`config.mk`:
```
export PLATFORM = sky130hd
export DESIGN_NAME = ellipsoid_ring_vertex_generator_core
export DESIGN_NICKNAME = d
export VERILOG_FILES = /design/src/rtl/core/ervg_pkg.sv /design/src/rtl/core/ellipsoid_ring_vertex_generator_core.sv /design/src/rtl/core/ervg_dp.sv /design/src/rtl/core/ervg_ctrl.sv
export SDC_FILE = /design/constraint.sdc
export NUM_CORES = 2
export LEC_CHECK = 0
export BUFFER_PORTS_ARGS = -buffer_cell sky130_fd_sc_hd__buf_2
export CAP_MARGIN = 5
export CORE_MARGIN = 3
export CORE_UTILIZATION = 50
export CTS_CLUSTER_SIZE = 24
export DETAILED_ROUTE_END_ITERATION = 12
export PLACE_DENSITY = 0.67
export SYNTH_ARGS = -nofsm -noshare
export SYNTH_HDL_FRONTEND = slang
export SYNTH_HIERARCHICAL = 1
export SYNTH_SLANG_ARGS = --single-unit
```
`constraint.sdc`:
```
create_clock -name clk -period 13.24 [get_ports clk]
set_clock_uncertainty 0.15 [all_clocks]
set_input_delay 2.648 -clock clk [delete_from_list [all_inputs] [get_ports clk]]
set_output_delay 2.648 -clock clk [all_outputs]
set_load 0.005 [all_outputs]
```
`src/rtl/core/ervg_pkg.sv`:
```
`default_nettype none
// ----------------------------------------------------------------------------
// ervg_pkg
// Types, operand selectors and the sine table shared by the ellipsoid ring
// vertex generator.
// ----------------------------------------------------------------------------
package ervg_pkg;

  typedef struct packed {
    logic               mode;
    logic [1:0]         point_slot;
    logic signed [31:0] point_x;
    logic signed [31:0] point_y;
    logic signed [31:0] point_z;
    logic [3:0]         ring;
  } req_t;

  typedef struct packed {
    logic signed [31:0] vertex_x;
    logic signed [31:0] vertex_y;
    logic signed [31:0] vertex_z;
    logic [3:0]         column;
    logic               last;
    logic               status;
  } res_t;

  localparam logic MODE_LOAD = 1'b0;
  localparam logic MODE_RING = 1'b1;

  // Multiplier operand and write-back selectors, in issue order.
  localparam logic [2:0] SEL_A  = 3'd0;
  localparam logic [2:0] SEL_B  = 3'd1;
  localparam logic [2:0] SEL_C  = 3'd2;
  localparam logic [2:0] SEL_X  = 3'd3;
  localparam logic [2:0] SEL_Y  = 3'd4;
  localparam logic [2:0] SEL_SQ = 3'd5;

  // One iteration per bit pair of the 66-bit sum of squares.
  localparam int ROOT_STEPS = 33;
  localparam logic [5:0] ROOT_LAST = 6'(ROOT_STEPS - 1);

  typedef struct packed {
    logic       load;
    logic       capture;
    logic       clr;
    logic       diff;
    logic       mul;
    logic       wb;
    logic [2:0] sel;
    logic       root;
    logic       store_r;
    logic       emit;
    logic       emit_inc;
    logic       last;
    logic [1:0] axis;
    logic [1:0] rsel;
  } ctl_t;

  localparam logic [16:0] QSINE [17] = '{
    17'd0, 17'd6424, 17'd12785, 17'd19024, 17'd25080, 17'd30893, 17'd36410,
    17'd41576, 17'd46341, 17'd50660, 17'd54491, 17'd57798, 17'd60547,
    17'd62714, 17'd64277, 17'd65220, 17'd65536
  };

  // Magnitude of sin for a phase in 1/64 turn; the sign is bit 5 of the phase.
  function automatic logic [16:0] sine_mag(input logic [5:0] p);
    logic [4:0] idx;
    idx = p[4] ? 5'(5'd16 - {1'b0, p[3:0]}) : {1'b0, p[3:0]};
    return QSINE[idx];
  endfunction

endpackage
`default_nettype wire

```
`src/rtl/core/ellipsoid_ring_vertex_generator_core.sv`:
```
`default_nettype none
// ----------------------------------------------------------------------------
// ellipsoid_ring_vertex_generator_core
// Stores an ellipsoid centre and three axis endpoints and, on a ring request,
// emits the vertices of one latitude ring in signed Q16.16.
// ----------------------------------------------------------------------------
//  Channel   Signals                  Transfer
//  request   start, busy, request     taken at an edge with start high, busy low
//  result    done, result             one cycle per result, cannot be held off
//
// A load request leaves busy low, so loads may follow one another on every
// cycle. For a ring request with all four points loaded, each radius needs
// 33 square root iterations of the one-bit-a-cycle root unit, and every
// coordinate goes through the single shared multiplier followed by a
// write-back cycle. An incomplete ring request gives its one result through
// the S_INC state, which registers the result and done.
// Reset clears the controller and the loaded mask; stored points are not
// cleared and are never read before they are written.
// ----------------------------------------------------------------------------
module ellipsoid_ring_vertex_generator_core import ervg_pkg::*; #(
  parameter int LATITUDES  = 8,
  parameter int LONGITUDES = 16
) (
  input  wire logic clk,
  input  wire logic rst,
  input  wire logic start,
  output logic      busy,
  input  wire req_t request,
  output logic      done,
  output res_t      result
);

  localparam int CW = $clog2(LONGITUDES);

  ctl_t          ctl;
  logic          mask_full;
  logic [CW-1:0] col;

  // The controller sequences radius set-up and the column loop; all
  // arithmetic and storage lives in the datapath.
  ervg_ctrl #(.LONGITUDES(LONGITUDES)) u_ctrl (
    .clk       (clk),
    .rst       (rst),
    .start     (start),
    .mode      (request.mode),
    .mask_full (mask_full),
    .busy      (busy),
    .done      (done),
    .ctl       (ctl),
    .col       (col)
  );

  ervg_dp #(.LATITUDES(LATITUDES), .LONGITUDES(LONGITUDES)) u_dp (
    .clk       (clk),
    .rst       (rst),
    .ctl       (ctl),
    .col       (col),
    .request   (request),
    .mask_full (mask_full),
    .result    (result)
  );

endmodule
`default_nettype wire

```
`src/rtl/core/ervg_dp.sv`:
```
`default_nettype none
// ----------------------------------------------------------------------------
// ervg_dp
// Point store, shared multiplier, bit-serial square root and vertex
// write-back, driven by commands from the controller.
// ----------------------------------------------------------------------------
module ervg_dp import ervg_pkg::*; #(
  parameter int LATITUDES  = 8,
  parameter int LONGITUDES = 16,
  localparam int CW = $clog2(LONGITUDES),
  localparam int RW = $clog2(LATITUDES + 1)
) (
  input  wire logic          clk,
  input  wire logic          rst,
  input  wire ctl_t          ctl,
  input  wire logic [CW-1:0] col,
  input  wire req_t          request,
  output logic               mask_full,
  output res_t               result
);

  logic signed [31:0] x_mem [4];
  logic signed [31:0] y_mem [4];
  logic signed [31:0] z_mem [4];
  logic [3:0]   mask;
  logic [3:0]   ring_reg;
  logic [32:0]  diff;
  logic [67:0]  prod;
  logic [65:0]  acc;
  logic [35:0]  rem;
  logic [33:0]  root;
  logic [33:0]  rad [3];
  logic [33:0]  ma;
  logic [33:0]  mb;
  logic signed [31:0] x_reg, y_reg, z_reg;

  logic [5:0] phi_tab [LATITUDES+1];
  logic [5:0] th_tab  [LONGITUDES];

  for (genvar g = 0; g <= LATITUDES; g++) begin : g_phi
    assign phi_tab[g] = 6'((g * 32 + LATITUDES / 2) / LATITUDES + 48);
  end
  for (genvar g = 0; g < LONGITUDES; g++) begin : g_th
    assign th_tab[g] = 6'((g * 64 + LONGITUDES / 2) / LONGITUDES);
  end

  logic [5:0]  ring_c;
  logic [5:0]  sphi_p, cphi_p, sth_p, cth_p;
  logic [16:0] sphi_m, cphi_m, sth_m, cth_m;
  logic signed [32:0] a_pt, b_pt;
  logic signed [32:0] d_raw;
  logic [33:0] op_a, op_b;
  logic [67:0] rnd;
  logic [33:0] mag;
  logic        neg;
  logic signed [31:0] base;
  logic signed [35:0] off, sum;
  logic signed [31:0] sat;
  logic [37:0] rem_sh, trial;

  always_comb begin
    ring_c = ({2'b00, ring_reg} > 6'(LATITUDES)) ? 6'(LATITUDES) : {2'b00, ring_reg};
    sphi_p = phi_tab[ring_c[RW-1:0]];
    cphi_p = 6'(sphi_p + 6'd16);
    sth_p  = th_tab[col];
    cth_p  = 6'(sth_p + 6'd16);
    sphi_m = sine_mag(sphi_p);
    cphi_m = sine_mag(cphi_p);
    sth_m  = sine_mag(sth_p);
    cth_m  = sine_mag(cth_p);
  end

  always_comb begin
    case (ctl.axis)
      2'd0:    begin a_pt = 33'(x_mem[ctl.rsel + 2'd1]); b_pt = 33'(x_mem[0]); end
      2'd1:    begin a_pt = 33'(y_mem[ctl.rsel + 2'd1]); b_pt = 33'(y_mem[0]); end
      default: begin a_pt = 33'(z_mem[ctl.rsel + 2'd1]); b_pt = 33'(z_mem[0]); end
    endcase
    d_raw = a_pt - b_pt;
  end

  always_comb begin
    case (ctl.sel)
      SEL_A:   begin op_a = rad[0]; op_b = 34'(cphi_m); end
      SEL_B:   begin op_a = rad[1]; op_b = 34'(cphi_m); end
      SEL_C:   begin op_a = rad[2]; op_b = 34'(sphi_m); end
      SEL_X:   begin op_a = ma;     op_b = 34'(cth_m);  end
      SEL_Y:   begin op_a = mb;     op_b = 34'(sth_m);  end
      default: begin op_a = 34'(diff); op_b = 34'(diff); end
    endcase
  end

  // Rounded scaling of the registered product and the saturating add.
  always_comb begin
    rnd = prod + 68'd32768;
    mag = rnd[49:16];
    case (ctl.sel)
      SEL_X:   begin neg = cphi_p[5] ^ cth_p[5]; base = x_mem[0]; end
      SEL_Y:   begin neg = cphi_p[5] ^ sth_p[5]; base = y_mem[0]; end
      default: begin neg = sphi_p[5];            base = z_mem[0]; end
    endcase
    off = neg ? -$signed({2'b00, mag}) : $signed({2'b00, mag});
    sum = 36'(base) + off;
    if (sum > 36'sh07FFFFFFF)       sat = 32'sh7FFFFFFF;
    else if (sum < -36'sh080000000) sat = 32'sh80000000;
    else                            sat = sum[31:0];
  end

  always_comb begin
    rem_sh = {rem, acc[65:64]};
    trial  = {2'b00, root, 2'b01};
  end

  always_ff @(posedge clk) begin
    if (rst) begin
      mask <= 4'd0;
    end else if (ctl.load) begin
      mask <= mask | (4'd1 << request.point_slot);
    end
  end

  assign mask_full = &mask;

  always_ff @(posedge clk) begin
    if (ctl.load) begin
      x_mem[request.point_slot] <= request.point_x;
      y_mem[request.point_slot] <= request.point_y;
      z_mem[request.point_slot] <= request.point_z;
    end
    if (ctl.capture) ring_reg <= request.ring;
    if (ctl.diff) diff <= d_raw[32] ? 33'(-d_raw) : 33'(d_raw);
    if (ctl.mul) prod <= op_a * op_b;
    if (ctl.clr) begin
      acc  <= '0;
      rem  <= '0;
      root <= '0;
    end else if (ctl.root) begin
      acc <= {acc[63:0], 2'b00};
      if (rem_sh >= trial) begin
        rem  <= 36'(rem_sh - trial);
        root <= {root[32:0], 1'b1};
      end else begin
        rem  <= 36'(rem_sh);
        root <= {root[32:0], 1'b0};
      end
    end else if (ctl.wb && ctl.sel == SEL_SQ) begin
      acc <= acc + 66'(prod);
    end
    if (ctl.store_r) rad[ctl.rsel] <= root;
    if (ctl.wb) begin
      case (ctl.sel)
        SEL_A:   ma <= mag;
        SEL_B:   mb <= mag;
        SEL_C:   z_reg <= sat;
        SEL_X:   x_reg <= sat;
        SEL_Y:   y_reg <= sat;
        default: ;
      endcase
    end
    if (ctl.emit) begin
      result <= '{vertex_x: x_reg, vertex_y: y_reg, vertex_z: z_reg,
                  column: 4'(col), last: ctl.last, status: 1'b0};
    end else if (ctl.emit_inc) begin
      result <= '{vertex_x: '0, vertex_y: '0, vertex_z: '0,
                  column: 4'd0, last: 1'b1, status: 1'b1};
    end
  end

endmodule
`default_nettype wire

```
`src/rtl/core/ervg_ctrl.sv`:
```
`default_nettype none
// ----------------------------------------------------------------------------
// ervg_ctrl
// Sequencer: request acceptance, radius set-up, square root iterations and the column loop.
// ----------------------------------------------------------------------------
module ervg_ctrl import ervg_pkg::*; #(
  parameter int LONGITUDES = 16,
  localparam int CW = $clog2(LONGITUDES)
) (
  input  wire logic          clk,
  input  wire logic          rst,
  input  wire logic          start,
  input  wire logic          mode,
  input  wire logic          mask_full,
  output logic               busy,
  output logic               done,
  output ctl_t               ctl,
  output logic [CW-1:0]      col
);

  localparam logic [3:0] S_IDLE = 4'd0;
  localparam logic [3:0] S_CLR  = 4'd1;
  localparam logic [3:0] S_DIFF = 4'd2;
  localparam logic [3:0] S_SQ   = 4'd3;
  localparam logic [3:0] S_ACC  = 4'd4;
  localparam logic [3:0] S_ROOT = 4'd5;
  localparam logic [3:0] S_STR  = 4'd6;
  localparam logic [3:0] S_MUL  = 4'd7;
  localparam logic [3:0] S_WB   = 4'd8;
  localparam logic [3:0] S_EMIT = 4'd9;
  localparam logic [3:0] S_INC  = 4'd10;

  logic [3:0]    state, state_next;
  logic [1:0]    axis, axis_next;
  logic [1:0]    rsel, rsel_next;
  logic [5:0]    step, step_next;
  logic [2:0]    seq, seq_next;
  logic [CW-1:0] col_next;

  always_comb begin
    state_next = state;
    axis_next  = axis;
    rsel_next  = rsel;
    step_next  = step;
    seq_next   = seq;
    col_next   = col;
    ctl        = '0;
    ctl.axis   = axis;
    ctl.rsel   = rsel;
    ctl.sel    = seq;
    ctl.last   = (col == CW'(LONGITUDES - 1));
    case (state)
      S_IDLE: begin
        if (start) begin
          ctl.capture = 1'b1;
          if (mode == MODE_LOAD) begin
            ctl.load = 1'b1;
          end else if (mask_full) begin
            rsel_next  = 2'd0;
            state_next = S_CLR;
          end else begin
            state_next = S_INC;
          end
        end
      end
      S_CLR: begin
        ctl.clr    = 1'b1;
        axis_next  = 2'd0;
        state_next = S_DIFF;
      end
      S_DIFF: begin
        ctl.diff   = 1'b1;
        state_next = S_SQ;
      end
      S_SQ: begin
        ctl.mul    = 1'b1;
        ctl.sel    = SEL_SQ;
        state_next = S_ACC;
      end
      S_ACC: begin
        ctl.wb  = 1'b1;
        ctl.sel = SEL_SQ;
        if (axis == 2'd2) begin
          step_next  = 6'd0;
          state_next = S_ROOT;
        end else begin
          axis_next  = axis + 2'd1;
          state_next = S_DIFF;
        end
      end
      S_ROOT: begin
        ctl.root  = 1'b1;
        step_next = step + 6'd1;
        if (step == ROOT_LAST) state_next = S_STR;
      end
      S_STR: begin
        ctl.store_r = 1'b1;
        if (rsel == 2'd2) begin
          seq_next   = SEL_A;
          col_next   = '0;
          state_next = S_MUL;
        end else begin
          rsel_next  = rsel + 2'd1;
          state_next = S_CLR;
        end
      end
      S_MUL: begin
        ctl.mul    = 1'b1;
        state_next = S_WB;
      end
      S_WB: begin
        ctl.wb = 1'b1;
        if (seq == SEL_Y) begin
          state_next = S_EMIT;
        end else begin
          seq_next   = seq + 3'd1;
          state_next = S_MUL;
        end
      end
      S_EMIT: begin
        ctl.emit   = 1'b1;
        seq_next   = SEL_X;
        col_next   = col + CW'(1);
        state_next = ctl.last ? S_IDLE : S_MUL;
      end
      S_INC: begin
        ctl.emit_inc = 1'b1;
        state_next   = S_IDLE;
      end
      default: state_next = S_IDLE;
    endcase
  end

  always_ff @(posedge clk) begin
    if (rst) begin
      state <= S_IDLE;
      done  <= 1'b0;
    end else begin
      state <= state_next;
      done  <= ctl.emit | ctl.emit_inc;
    end
    axis <= axis_next;
    rsel <= rsel_next;
    step <= step_next;
    seq  <= seq_next;
    col  <= col_next;
  end

  assign busy = (state != S_IDLE);

endmodule
`default_nettype wire

```
=== Yosys cells after proc, flatten, opt, wreduce, memory -nomap -nowiden ===
Memory sizes are Yosys's and may differ from the RTL's.
Cells that the tools add are included.

* Memories kept: 10
* Bits in read-only memories: 2368
* Word-level logic and storage cells: 208
* Input port bits: 106
* Output and inout port bits: 104
* Register bits after elaboration: 531
* Memory bits (writable): 486

{| class="wikitable"
|+ Memory list
! memory !! depth !! width !! rd ports !! clocked after memory_dff !! wr ports !! RTL line !! RTL
|-
| (no name shown) || 32 || 17 || 1 || 0 || 0 || ervg_pkg.sv:69 || <nowiki>return QSINE[idx];</nowiki>
|-
| (no name shown) || 32 || 17 || 1 || 0 || 0 || ervg_pkg.sv:69 ||
|-
| (no name shown) || 32 || 17 || 1 || 0 || 0 || ervg_pkg.sv:69 ||
|-
| (no name shown) || 32 || 17 || 1 || 0 || 0 || ervg_pkg.sv:69 ||
|-
| u_dp.x_mem || 4 || 32 || 2 || 0 || 1 || ervg_dp.sv:22 || <nowiki>logic signed [31:0] x_mem [4];</nowiki>
|-
| u_dp.y_mem || 4 || 32 || 2 || 0 || 1 || ervg_dp.sv:23 || <nowiki>logic signed [31:0] y_mem [4];</nowiki>
|-
| 4 more memories || -- || -- || -- || -- || -- || -- ||
|}

* Magnitude comparators: 10
* Bitwise gates (word level): 10
* Reduce and logical (&&, ||, !) cells: 29
* $mul: 1
* Equal/unequal tests: 30
* Shifts and indexed selects: 1
* Mux-type cells: 72
* $add $sub $neg: 18

{| class="wikitable"
|+ Operators by type and width
! operator !! count
|-
| 102-bit 2-to-1 mux || 2
|-
| 34-bit one-hot mux with 5 select lines || 1
|-
| 17-bit 2-to-1 mux || 8
|-
| 66-bit 2-to-1 mux || 2
|-
| 33-bit one-hot mux with 2 select lines || 2
|-
| 33-bit one-hot mux with 4 select lines || 1
|-
| 32-bit 2-to-1 mux || 3
|-
| 36-bit 2-to-1 mux || 2
|-
| 66-bit adder || 1
|-
| 34-bit by 33-bit multiplier with 66-bit output || 1
|-
| 32-bit one-hot mux with 2 select lines || 1
|-
| 50-bit by 16-bit adder with 50-bit output, second input constant || 1
|-
| 4-bit one-hot mux with 10 select lines || 1
|-
| 38-bit by 36-bit greater-or-equal comparator with 1-bit output || 1
|-
| 32-bit by 36-bit adder with 36-bit output || 1
|-
| 36-bit by 32-bit > comparator with 1-bit output, second input constant || 1
|-
| 36-bit by 32-bit < comparator with 1-bit output, second input constant || 1
|-
| 34-bit negator with 36-bit output || 1
|-
| 36-bit subtractor || 1
|-
| 33-bit negator || 1
|-
| 33-bit subtractor || 1
|-
| 6-bit 2-to-1 mux || 5
|-
| 4-bit 2-to-1 mux || 7
|-
| 6-bit greater-or-equal comparator, second input constant || 4
|-
| 47 further kinds || 121
|}

=== Depth between registers and ports, before layout ===
* Word-level depth: 15
* Depth in mapped cells: 44
* Depth with buffers taken out: 40

=== Modules after synthesis ===
Netlist, hierarchy kept.

{| class="wikitable"
|+ By module, submodules not included
! module !! times used !! seq. area each (um2) !! area an instance (um2) !! cells each
|-
| ervg_dp || 1 || 28467.3 || 84798.8 || 8155
|-
| ervg_ctrl || 1 || 610.6 || 1343.8 || 144
|}

=== Worst setup path after synthesis ===
No wires, ideal clock.

* Kind: input to register
* Start: in start
* End: mem u_dp.x_mem[0][0] (enable)
* Data arrival time: 9987 ps
* Path slack: 2411 ps
* Stages: 3
* Cell sequence: inv_1 nor3_2 nor3b_1

{| class="wikitable"
|+ RTL lines
! element !! RTL line !! RTL
|-
| start: declaration || ellipsoid_ring_vertex_generator_core.sv:26 || <nowiki>input wire logic start,</nowiki>
|-
| end: declaration || ervg_dp.sv:22 ||
|}

==> flow_metrics.env <==
export IMPL_io_pins=210
export IMPL_die_area_um2=177300
export IMPL_placed_cells=10585
export IMPL_setup_viol=0
export IMPL_worstPathRequired_ns=13.60
export IMPL_period_minus_slack_ns=12.61
export IMPL_grt_antenna_before_repair=22
export IMPL_synth_warnings=6
export IMPL_place_gp_congestion=0.9872
export IMPL_grt_pass1_wl_mm=403.2
export IMPL_cts_setup_buffers=0
export IMPL_layout_common_cells="inv_1, fa_1, nor2_1"
export IMPL_slew_headroom_pct=9.461
export IMPL_path_common_cell="fa_1"
export IMPL_fmax_mhz=79.33
export IMPL_holdBufCountCts=0
export IMPL_synth_distinct_cells=119
export IMPL_grt_max_degree=104
export IMPL_end_kind="flop"
export IMPL_dieHeight_um=421.1
export IMPL_tightest_slew_ns=1.352
export IMPL_critPathSlowestCell="o211ai_1"
export IMPL_ys_flop_type="edfxtp_1"
export IMPL_cts_tree="yes"
export IMPL_mappedNetlistArea_um2=86140
export IMPL_drt_iter0_drc=6236
export IMPL_vias_per_cell=5.858
export IMPL_cts_max_level=3
export IMPL_syn_to_final_growth_pct=8.468
export IMPL_status="finished, final reports clean"
export IMPL_cts_sinks=1017
export IMPL_avgSynthCellArea_um2=10.38
export IMPL_synthCells=8299
export IMPL_fin_tns_setup_ns=0
export IMPL_drive_above_1_share_pct=9.202
export IMPL_final_fill_count=14783
export IMPL_wirelength_mm=266.8
export IMPL_rsz0062_at_grt="no"
export IMPL_arrival_ns=12.96
export IMPL_placeableCoreArea_um2=170200
export IMPL_port_buffers=209
export IMPL_post_route_drc_count=0
export IMPL_yosysSeqAreaShare_pct=33.76
export IMPL_criticalPathCategory="reg -> reg"
export IMPL_cts_resized=0
export IMPL_hold_ws_ns=0.3160
export IMPL_path_clk_slew_ns=0.06
export IMPL_core_rowCount=151
export IMPL_grt_pass1_vias=64556
export IMPL_drt_pre_antenna_iters=6
export IMPL_synth_seq_cells=1017
export IMPL_finalNonFillerCells=10787
export IMPL_path_max_fanout=29
export IMPL_fin_ws_ns=0.6341
export IMPL_finalHoldViolations=0
export IMPL_mostFrequentLayoutCell="inv_1"
export IMPL_worstSetupStartpointType="flop"
export IMPL_via_count=63195
export IMPL_clk_insertion_delay_late_ns=0.76
export IMPL_cts_buffers=100
export IMPL_dpl_worst_slack_ns=0.8995
export IMPL_grt_overflow_total=0
export IMPL_antenna_left=0
export IMPL_die_w_um=421.1
export IMPL_hold_class="reg -> reg"
export IMPL_cts_root_buf="clkbuf_16"
export IMPL_finalMaxSlewViolations=0
export IMPL_initial_core_util_pct=50.60
export IMPL_grt_usage_pct=30.06
export IMPL_detail_route_wl_per_cell_um=24.73
export IMPL_slowest_delay_ns=0.82
export IMPL_fin_nets=9946
export IMPL_dp_hpwl_mm=204.4
export IMPL_reg2reg_slack_ns=0.63
export IMPL_top_regs="u_dp/x_mem x128, u_dp/y_mem x128, u_dp/z_mem x128"
export IMPL_clockBufferDepth=3
export IMPL_timing_final_crit_share_pct=95.21
export IMPL_async_flop_share_pct=0
export IMPL_synth_edf_count=871
export IMPL_drv_cap=0
worst paths after layout:
| kind | cells past startpoint | endpoint | startpoint |
|---|---|---|---|
| max | 36 | u_dp/prod[64] | u_ctrl/state[0] |
| min | 2 | u_dp/acc[49] | u_dp/acc[47] |
| max reg2reg | 36 | u_dp/prod[64] | u_ctrl/state[0] |
| min reg2reg | 2 | u_dp/acc[49] | u_dp/acc[47] |
routing by layer:
| metal | up-vias | wire length (µm) | track usage (%) |
|---|---|---|---|
| met3 | 648 | 24550 | 6.022 |
| met1 | 31858 | 105600 | 40.09 |
| li1 | 27747 | - | - |
| met2 | 2932 | 120300 | 47.02 |
| met5 | - | 76 | 0 |
| met4 | 10 | 16310 | 15.04 |
worst max-delay path, delay by kind of cell (launching register included):
kind,cells,cell delay (ns)
muxes,1,0.39
AOI/OAI and AO/OA,10,3.99
xor gates and xnor gates,1,0.13
DFF,1,0.68
and+or+nand+nor,8,1.39
buffers and inverters,7,1.21
adders and majority gates,9,4.37
through the flow:
stage               cell area, µm²  util, %
floorplan                    86200        -
global placement             89980    52.86
detailed placement           89980    52.86
CTS                          93390    54.86
global route                 93410    54.87
finish                       93440    54.89
synthesized netlist by cell type, drive strengths merged, types with 56 or more instances:
cell    number  share of area [%]
and3        68               0.50
nand4       63               0.49
o21ai      279                1.6
a21oi      397                2.3
a21o       170                1.5
edfxtp     871                 30
mux2i      135                1.6
nor2       882                3.8
nand2b      60               0.44
inv       1203                5.2
and2       142                1.0
buf         60               0.37
dfxtp      146                3.4
nor3        56               0.37
clkbuf     345                1.5
nand2      850                3.7
xnor2      211                2.2
xor2       114                1.2
ha         456                6.6
nand3       81               0.48
fa         991                 23
mux4        84                2.2
a31oi       71               0.54
logic make-up (layout without fill, tap and decap cells):
logic type / count (synthesis) / after routing / share of synthesized area, %
and+or+nand+nor: 2342 / 2342 / 12.09
other: 2 / 32 / 0.008718
adders and majority gates: 1447 / 1447 / 29.65
DFF: 1017 / 1017 / 33.76
muxes: 256 / 256 / 4.248
AOI/OAI and AO/OA: 1300 / 1300 / 9.750
xor gates and xnor gates: 325 / 325 / 3.331
buffers and inverters: 1610 / 1773 / 7.161
layout make-up:
class / count / area, µm² / area share (%)
clock inverters: 67 / 790.8 / 0.8463
well taps: 2295 / 2872 / 3.073
clock buffers: 118 / 2620 / 2.804
repair buffers: 383 / 2352 / 2.517
inverters: 1205 / 4528 / 4.846
flip-flops and latches: 1017 / 29080 / 31.12
multi-input cells: 5686 / 51160 / 54.75
diodes: 16 / 40.04 / 0.04285
Power is not shown: default switching activity piles up to over one toggle a cycle in this logic, so the estimate is an artifact.
